[config.mk]
export PLATFORM = sky130hd
export DESIGN_NAME = packet_timestamp_table
export DESIGN_NICKNAME = d
export VERILOG_FILES = /design/src/rtl/core/pts_pkg.sv /design/src/rtl/core/pts_ctrl.sv /design/src/rtl/core/pts_dp.sv /design/src/rtl/core/packet_timestamp_table.sv
export VERILOG_INCLUDE_DIRS = /design/src /design/src/rtl/core
export SDC_FILE = /design/constraint.sdc
export NUM_CORES = 1
export LEC_CHECK = 0
export ABC_AREA = 1
export BUFFER_PORTS_ARGS = -buffer_cell sky130_fd_sc_hd__buf_2
export CORE_MARGIN = 2
export CORE_UTILIZATION = 37
export DETAILED_ROUTE_END_ITERATION = 8
export PLACE_DENSITY = 0.52
export SLEW_MARGIN = 20
export SYNTH_ARGS = -nofsm -noshare
export SYNTH_HDL_FRONTEND = slang
export SYNTH_SLANG_ARGS = --single-unit
export TNS_END_PERCENT = 20
[constraint.sdc]
create_clock -name clk_i -period 5.8 [get_ports clk_i]
set_input_delay 0.87 -clock clk_i [delete_from_list [all_inputs] [get_ports clk_i]]
set_output_delay 0.87 -clock clk_i [all_outputs]
set_load 0.01 [all_outputs]
[src/rtl/core/packet_timestamp_table_macros.svh]
// Assertion helpers used by the table datapath (pts_dp).
`ifndef PACKET_TIMESTAMP_TABLE_MACROS_SVH
`define PACKET_TIMESTAMP_TABLE_MACROS_SVH

// Check that a condition implies a consequence in the same cycle.
`define PTS_ASSERT_IMPL(NAME, ANTE, CONS, MSG) \
  NAME: assert property (@(posedge clk_i) disable iff (!rst_ni) (ANTE) |-> (CONS)) \
    else $error(MSG);

// Check that a condition implies a consequence in the next cycle.
`define PTS_ASSERT_NEXT(NAME, ANTE, CONS, MSG) \
  NAME: assert property (@(posedge clk_i) disable iff (!rst_ni) (ANTE) |=> (CONS)) \
    else $error(MSG);

`endif

[src/rtl/core/pts_pkg.sv]
package pts_pkg;

  localparam int unsigned CFG_DATA_W = 8;
  localparam int unsigned CFG_IDX_W  = 2;
  localparam int unsigned COUNT_W    = 5;

  typedef logic [CFG_IDX_W-1:0] cfg_idx_t;

  localparam cfg_idx_t CFG_OWNER_ACTIVE = 2'd0;
  localparam cfg_idx_t CFG_OWNER_ID     = 2'd1;
  localparam cfg_idx_t CFG_RECORD_COUNT = 2'd2;

  localparam logic REQ_RECORD = 1'b0;
  localparam logic REQ_QUERY  = 1'b1;

  typedef struct packed {
    logic        req_type;
    logic [7:0]  module_id;
    logic [15:0] buffer_key;
    logic [31:0] stamp_in;
  } req_t;

  typedef struct packed {
    logic        recorded;
    logic        found;
    logic [31:0] stamp_out;
  } res_t;

  typedef enum logic [1:0] {
    ST_IDLE,
    ST_CHECK,
    ST_SCAN,
    ST_REPLY
  } state_e;

  typedef struct packed {
    logic load;
    logic issue;
    logic write_rec;
    logic take_hit;
  } dp_cmd_t;

  typedef struct packed {
    logic owner;
    logic is_query;
    logic hit;
    logic live;
  } dp_sts_t;

endpackage

[src/rtl/core/pts_ctrl.sv]
module pts_ctrl (
  input  logic             clk_i,
  input  logic             rst_ni,
  input  logic             start,
  output logic             busy,
  output logic             done_o,
  output pts_pkg::dp_cmd_t cmd_o,
  input  pts_pkg::dp_sts_t sts_i
);

  pts_pkg::state_e state_q, state_d;

  always_ff @(posedge clk_i or negedge rst_ni) begin
    if (!rst_ni) begin
      state_q <= pts_pkg::ST_IDLE;
    end else begin
      state_q <= state_d;
    end
  end

  always_comb begin
    state_d = state_q;
    cmd_o   = '0;
    busy    = 1'b1;
    done_o  = 1'b0;
    unique case (state_q)
      pts_pkg::ST_IDLE: begin
        busy = 1'b0;
        if (start) begin
          cmd_o.load = 1'b1;
          state_d    = pts_pkg::ST_CHECK;
        end
      end
      pts_pkg::ST_CHECK: begin
        // prime the scan pipeline with entry zero
        cmd_o.issue = 1'b1;
        if (!sts_i.owner) begin
          state_d = pts_pkg::ST_REPLY;
        end else if (sts_i.is_query) begin
          state_d = pts_pkg::ST_SCAN;
        end else begin
          cmd_o.write_rec = 1'b1;
          state_d         = pts_pkg::ST_REPLY;
        end
      end
      pts_pkg::ST_SCAN: begin
        if (sts_i.hit) begin
          cmd_o.take_hit = 1'b1;
          state_d        = pts_pkg::ST_REPLY;
        end else if (!sts_i.live) begin
          state_d = pts_pkg::ST_REPLY;
        end else begin
          cmd_o.issue = 1'b1;
        end
      end
      pts_pkg::ST_REPLY: begin
        done_o  = 1'b1;
        state_d = pts_pkg::ST_IDLE;
      end
      default: begin
        state_d = pts_pkg::ST_IDLE;
      end
    endcase
  end

endmodule

[src/rtl/core/pts_dp.sv]
`include "packet_timestamp_table_macros.svh"

module pts_dp #(
  parameter int unsigned MAX_RECORDS = 16
) (
  input  logic                               clk_i,
  input  logic                               rst_ni,
  input  pts_pkg::req_t                      req_i,
  output pts_pkg::res_t                      res_o,
  input  logic                               cfg_we_i,
  input  pts_pkg::cfg_idx_t                  cfg_idx_i,
  input  logic [pts_pkg::CFG_DATA_W-1:0]     cfg_data_i,
  input  pts_pkg::dp_cmd_t                   cmd_i,
  output pts_pkg::dp_sts_t                   sts_o
);

  localparam int unsigned CW = $clog2(MAX_RECORDS + 1);
  localparam int unsigned PW = (MAX_RECORDS > 1) ? $clog2(MAX_RECORDS) : 1;

  logic                          active_q;
  logic [7:0]                    owner_id_q;
  logic [pts_pkg::COUNT_W-1:0]   count_q;
  logic                          cfg_clear;

  pts_pkg::req_t                 req_q;
  pts_pkg::res_t                 res_q;
  logic [CW-1:0]                 n_eff;
  logic [PW-1:0]                 wptr_q;
  logic [CW-1:0]                 wsel;
  logic [CW-1:0]                 wnext;
  logic [MAX_RECORDS-1:0]        valid_q;

  logic [15:0]                   key_mem [MAX_RECORDS];
  logic [31:0]                   stamp_mem [MAX_RECORDS];

  logic [CW-1:0]                 idx_q;
  logic                          rd_en;
  logic                          rd_live_q;
  logic [PW-1:0]                 rd_idx_q;
  logic                          rd_valid_q;
  logic [15:0]                   rd_key_q;
  logic [31:0]                   rd_stamp_q;
  logic                          hit;

  // configuration decode
  always_comb begin
    unique case (cfg_idx_i) inside
      pts_pkg::CFG_OWNER_ACTIVE,
      pts_pkg::CFG_OWNER_ID,
      pts_pkg::CFG_RECORD_COUNT: cfg_clear = cfg_we_i;
      default:                   cfg_clear = 1'b0;
    endcase
  end

  always_ff @(posedge clk_i or negedge rst_ni) begin
    if (!rst_ni) begin
      active_q   <= 1'b0;
      owner_id_q <= '0;
      count_q    <= pts_pkg::COUNT_W'(16);
    end else if (cfg_we_i) begin
      unique case (cfg_idx_i)
        pts_pkg::CFG_OWNER_ACTIVE: active_q   <= cfg_data_i[0];
        pts_pkg::CFG_OWNER_ID:     owner_id_q <= cfg_data_i;
        pts_pkg::CFG_RECORD_COUNT: count_q    <= cfg_data_i[pts_pkg::COUNT_W-1:0];
        default: ;
      endcase
    end
  end

  // clamp the ring size to 1..MAX_RECORDS
  always_comb begin
    if (count_q == '0) begin
      n_eff = CW'(1);
    end else if (32'(count_q) > MAX_RECORDS) begin
      n_eff = CW'(MAX_RECORDS);
    end else begin
      n_eff = CW'(count_q);
    end
  end

  always_comb begin
    wsel  = (CW'(wptr_q) >= n_eff) ? '0 : CW'(wptr_q);
    wnext = ((wsel + CW'(1)) >= n_eff) ? '0 : (wsel + CW'(1));
  end

  always_ff @(posedge clk_i) begin
    if (cmd_i.load) begin
      req_q <= req_i;
    end
  end

  always_ff @(posedge clk_i or negedge rst_ni) begin
    if (!rst_ni) begin
      wptr_q  <= '0;
      valid_q <= '0;
    end else if (cfg_clear) begin
      wptr_q  <= '0;
      valid_q <= '0;
    end else if (cmd_i.write_rec) begin
      wptr_q              <= wnext[PW-1:0];
      valid_q[wsel[PW-1:0]] <= 1'b1;
    end else if (cmd_i.take_hit) begin
      valid_q[rd_idx_q] <= 1'b0;
    end
  end

  assign rd_en = cmd_i.issue && (idx_q < n_eff);

  // table storage, one write and one registered read per cycle
  always_ff @(posedge clk_i) begin
    if (cmd_i.write_rec) begin
      key_mem[wsel[PW-1:0]]   <= req_q.buffer_key;
      stamp_mem[wsel[PW-1:0]] <= req_q.stamp_in;
    end
    if (rd_en) begin
      rd_key_q   <= key_mem[idx_q[PW-1:0]];
      rd_stamp_q <= stamp_mem[idx_q[PW-1:0]];
      rd_valid_q <= valid_q[idx_q[PW-1:0]];
      rd_idx_q   <= idx_q[PW-1:0];
    end
  end

  always_ff @(posedge clk_i or negedge rst_ni) begin
    if (!rst_ni) begin
      idx_q     <= '0;
      rd_live_q <= 1'b0;
    end else if (cmd_i.load) begin
      idx_q     <= '0;
      rd_live_q <= 1'b0;
    end else if (cmd_i.issue) begin
      rd_live_q <= rd_en;
      if (rd_en) begin
        idx_q <= idx_q + CW'(1);
      end
    end
  end

  assign hit = rd_live_q && rd_valid_q && (rd_key_q == req_q.buffer_key)
               && (rd_stamp_q != '0);

  always_ff @(posedge clk_i) begin
    if (cmd_i.load) begin
      res_q <= '0;
    end else if (cmd_i.write_rec) begin
      res_q.recorded <= 1'b1;
    end else if (cmd_i.take_hit) begin
      res_q.found     <= 1'b1;
      res_q.stamp_out <= rd_stamp_q;
    end
  end

  assign res_o          = res_q;
  assign sts_o.owner    = active_q && (req_q.module_id == owner_id_q);
  assign sts_o.is_query = (req_q.req_type == pts_pkg::REQ_QUERY);
  assign sts_o.hit      = hit;
  assign sts_o.live     = rd_live_q;

  `PTS_ASSERT_IMPL(a_write_needs_owner, cmd_i.write_rec, sts_o.owner, "record write without owner")
  `PTS_ASSERT_IMPL(a_take_needs_hit, cmd_i.take_hit, hit, "entry consumed without a match")
  `PTS_ASSERT_NEXT(a_take_clears, cmd_i.take_hit && !cfg_clear, !valid_q[$past(rd_idx_q)],
                   "matched entry not cleared")

endmodule

[src/rtl/core/packet_timestamp_table.sv]
// Packet timestamp table: a ring of {buffer key, time stamp} records kept for
// one owning module.
//
// Request channel: drive req_i and raise start; the request is taken at a
// rising edge where start is high and busy is low. busy stays high until the
// result has been shown. Result channel: done_o is high for exactly one cycle
// with res_o valid; the receiver cannot hold it off, so capture it then.
//
// Sequence: a record request, or any request from a non-owner, passes the
// ownership check and then shows its result. A query from the owner walks
// the table one entry per cycle through the single registered read port of
// the record memory, from entry 0 until the first match or past the last of
// the n entries in use (n = ring size, 16 at reset), then shows its result;
// the next request may be taken in the cycle after done_o.
//
// Configuration: cfg_we_i writes cfg_data_i to register cfg_idx_i at once
// (0 owner_active, 1 owner_id, 2 record_count). Any write to one of these
// drops every record and rewinds the write pointer in that cycle; index 3 is
// ignored. Reset does the same and also returns the registers to their
// defaults (inactive, owner 0, 16 records). Write configuration only while idle.
module packet_timestamp_table #(
  parameter int unsigned MAX_RECORDS = 16
) (
  input  logic                           clk_i,
  input  logic                           rst_ni,
  input  logic                           start,
  output logic                           busy,
  input  pts_pkg::req_t                  req_i,
  output logic                           done_o,
  output pts_pkg::res_t                  res_o,
  input  logic                           cfg_we_i,
  input  pts_pkg::cfg_idx_t              cfg_idx_i,
  input  logic [pts_pkg::CFG_DATA_W-1:0] cfg_data_i
);

  // commands from the sequencer, status back from the table datapath
  pts_pkg::dp_cmd_t cmd;
  pts_pkg::dp_sts_t sts;

  // sequencer: accept, check ownership, record or scan, then show the result
  pts_ctrl u_ctrl (
    .clk_i  (clk_i),
    .rst_ni (rst_ni),
    .start  (start),
    .busy   (busy),
    .done_o (done_o),
    .cmd_o  (cmd),
    .sts_i  (sts)
  );

  // datapath: config registers, record memory, valid bits, scan pipeline
  pts_dp #(
    .MAX_RECORDS (MAX_RECORDS)
  ) u_dp (
    .clk_i      (clk_i),
    .rst_ni     (rst_ni),
    .req_i      (req_i),
    .res_o      (res_o),
    .cfg_we_i   (cfg_we_i),
    .cfg_idx_i  (cfg_idx_i),
    .cfg_data_i (cfg_data_i),
    .cmd_i      (cmd),
    .sts_o      (sts)
  );

endmodule
==> metrics.md <==
| Metric | Value |
|---|---|
| Arrival time of the worst setup path | `4.28 ns` |
| Tmin final | `3.95 ns` |
| Chip width | `322 um` |
| Synth warnings | `0` |
| Max Freq | `253 MHz` |
| # nets final | `approximately 3100` |
| Drt first pass iters | `5` |
| Most frequent cells in the layout | `edfxtp_1 (878), nor2_1 (495), o21ai_0 (400)` |
| Status | `complete, no violations` |
| Core area | `between 100000 and 150000 um2` |
| Layout cells sized above 1 | `0.110` |
| Hold buffers post-CTS | `0` |
| Max-slew headroom | `0.250` |
| Startpoint Class | `register` |
| Starting density of the core | `0.374` |
| DRT Wirelength | `102000 um` |
| Power after layout | `just under 20 mW` |
| Post-route ant nets | `0` |
| Worst min path class | `primary input to async pin` |
| FF-to-FF path depth | `14` |
| 1st-iter DRT viols | `between 2000 and 2500` |
| # port buffers | `between 100 and 150` |
| Count of final hold-check violations | `0` |
| Vias per cell | `5.40` |
| WS Path Type | `register to register` |
| H-tree depth | `3` |
| DR DRC count | `0` |
| CTS Sinks | `954` |
| Grt total ovfl | `0` |
| Routability Congestion | `0.847` |
| Worst Skew | `0.0324 ns` |
| Ys flop type | `edfxtp_1` |
| Commonest non-fill, non-tap cell in the layout | `edfxtp_1` |
| Initial antenna violation count | `0` |
| Ant diodes | `0` |
| GRT Util Overall | `0.195` |
| Crit Path Max Fanout | `31` |
| Buffer levels on the longest clock path | `3` |
| Wirelength per Cell | `23.1 um` |
| Final core occ | `0.425` |
| Syn Nets | `3027` |
| Via count | `around 24000` |
| Maximum vdd drop | `0.328 mV` |
| Synth Register Bits | `approximately 950` |
| Setup TNS | `0 ns` |
| Clock Latency Late Sink | `~0.7 ns` |
| Total of max-cap violations | `0` |
| # rows | `116` |
| Die height | `~320 um` |
| Unrepaired setup endpoints after global routing | `false` |
| Ports | `~110` |
| Global-route wire length before repair | `152000 um` |
| Worst-margin pin slew | `about 1.1 ns` |
| Seq/Total Area, Yosys | `0.751` |
| Clock transition at path regs | `0.06 ns` |
| Post-synth cell types | `43` |
| Largest net degree at the start of global routing | `166` |
| # fillers | `just over 9000` |
| Num CTS Buffers | `102` |
| Final setup vio count | `0` |
| CP Capture Type | `register` |
| Area Growth Syn to Fin | `13.8%` |
| Vias in the first global route | `23785` |
| Syn Area/Cell | `12.7 um2` |
| Placed wire-length estimate | `56900 um` |
| Post_cts resized | `0` |
| Max-slew violation count | `0` |
| # Post-CTS Setup Buffers | `0` |
| Number of synthesized flops with an enable pin | `878` |
| P per Cell Area | `approximately 450 nW/um2` |
| Worst hold slack | `0.226 ns` |
| Static leakage | `14.4 nW` |
| Cell count after synthesis | `roughly 3000` |
| Tcrit/Tclk final | `0.681` |
| CTS tree | `built` |
| Mapped Area | `~37000 um2` |
| Worst path required time | `a little over 6 ns` |
| Die area | `104000 um2` |
| Root buf cell | `clkbuf_16` |
| Post-synthesis async set-or-reset flop share | `0.0440` |
-- state kept, by name, indices dropped and copies added, names as in the netlist --
register / count
u_dp.rd_idx_q: 4
u_dp.wptr_q: 4
u_dp.owner_id_q: 8
u_dp.count_q: 5
u_dp.stamp_mem: 512
u_dp.rd_live_q: 1
u_dp.rd_key_q: 16
u_dp.rd_stamp_q: 32
u_dp.valid_q: 16
u_ctrl.state_q: 2
u_dp.req_q: 56
u_dp.rd_valid_q: 1
u_dp.res_o: 34
u_dp.active_q: 1
u_dp.key_mem: 256
u_dp.idx_q: 5
u_dp.sts_o: 1
-- worst paths after layout --
path,start,endpoint,slack (ns)
worst min register to register,u_dp.res_o[23]$_SDFFE_PP0P_,u_dp.res_o[23]$_SDFFE_PP0P_,0.46
worst max register to register,u_dp.count_q[3]$_DFFE_PN0P_,u_dp.stamp_mem[7][3]$_DFFE_PP_,1.85
max in group asynchronous,rst_ni,u_dp.idx_q[2]$_DFFE_PN0P_,5.10
worst min-delay path,rst_ni,u_dp.valid_q[14]$_DFFE_PN0P_,0.23
worst max-delay path,u_dp.count_q[3]$_DFFE_PN0P_,u_dp.stamp_mem[7][3]$_DFFE_PP_,1.85
min in group clk_i,req_i[10],u_dp.req_q[10]$_DFFE_PP_,0.37
-- per-layer routing --
| layer | global-route usage | wire length (um) | vias to the layer above |
|---|---|---|---|
| met3 | 0.0265 | 5120 | 155 |
| met2 | 0.328 | 49600 | 765 |
| met5 | 0 | 0 | - |
| li1 | - | - | 10838 |
| met4 | 0.0521 | 2310 | 0 |
| met1 | 0.266 | 44900 | 12019 |
-- through the flow --
| stage | worst slack [ns] | instances | area, um2 |
|---|---|---|---|
| after global routing | 1.55 | 4403 | 42600 |
| after global placement | 1.82 | 4212 | 39300 |
| final | 1.85 | 4403 | 42600 |
| after detailed placement | 1.82 | 4212 | 39300 |
| after floorplan | 0.293 | 2937 | 37400 |
| after CTS | 1.79 | 4403 | 42600 |
-- cell type report --
type | instances | area [um2] | share of cell area
Sequential cell | 954 | 28100 | 0.660
Multi-Input combinational cell | 1693 | 8220 | 0.193
Clock buffer | 134 | 2790 | 0.0654
Tap cell | 1298 | 1620 | 0.0381
Timing Repair Buffer | 146 | 908 | 0.0213
Clock inverter | 57 | 488 | 0.0115
Inverter | 121 | 468 | 0.0110
-- where the power goes --
group	total (mW)	internal, mW	switching (mW)
Combinational	4.28	1.21	3.07
Clock	6.37	3.66	2.72
Sequential	8.63	8.09	0.543
Total	19.3	13.0	6.33
-- cell usage after synthesis (2+ instances only) --
| cell | number | share of area |
|---|---|---|
| a21oi_1 | 48 | 0.0064 |
| buf_1 | 9 | 0.00090 |
| buf_2 | 24 | 0.0032 |
| buf_4 | 6 | 0.0012 |
| clkbuf_1 | 129 | 0.013 |
| dfrtp_1 | 41 | 0.027 |
| dfxtp_1 | 34 | 0.018 |
| edfxtp_1 | 878 | 0.70 |
| ha_1 | 19 | 0.0064 |
| inv_1 | 111 | 0.011 |
| inv_2 | 9 | 0.00090 |
| nand2_1 | 347 | 0.035 |
| nand2_2 | 3 | 0.00050 |
| nand3_1 | 101 | 0.014 |
| nand3_4 | 2 | 0.00094 |
| nand4_1 | 9 | 0.0015 |
| nor2_1 | 498 | 0.050 |
| nor2_2 | 4 | 0.00067 |
| nor2_4 | 2 | 0.00060 |
| nor3_1 | 2 | 0.00027 |
| o2111ai_1 | 2 | 0.00047 |
| o211ai_1 | 18 | 0.0036 |
| o21a_1 | 2 | 0.00040 |
| o21ai_0 | 400 | 0.053 |
| o21ai_1 | 26 | 0.0035 |
| o221ai_1 | 78 | 0.018 |
| o22ai_1 | 114 | 0.019 |
| xnor2_1 | 5 | 0.0012 |
| xor2_1 | 2 | 0.00047 |
-- cells by family (layout without fill, tap and decap cells) --
kind of cell             after synthesis  count (layout)  share of synthesized area
AO/OA/AOI/OAI                        692             692                      0.106
XOR/XNOR                               7               7                    0.00164
adder cells (fa/ha/maj)               19              19                    0.00635
buffers and inverters                290             458                     0.0307
flip-flops                           954             954                      0.751
multiplexers                           1               1                   0.000301
AND/OR/NAND/NOR                      974             974                      0.104
-- critical path, cell delays in order, from the launching register on --
cell     delay (ns)
dfrtp_1        0.40
nor2_1         0.12
nand2_1        0.07
o21ai_0        0.39
ha_1           0.33
nand2_1        0.07
inv_1          0.05
nand4_1        0.18
nand3_4        0.12
nor2_4         0.18
nand2_2        0.12
nor2_2         0.17
nand2_1        0.13
inv_2          0.78
buf_4          0.48
Power figures use the tool's default switching activity.
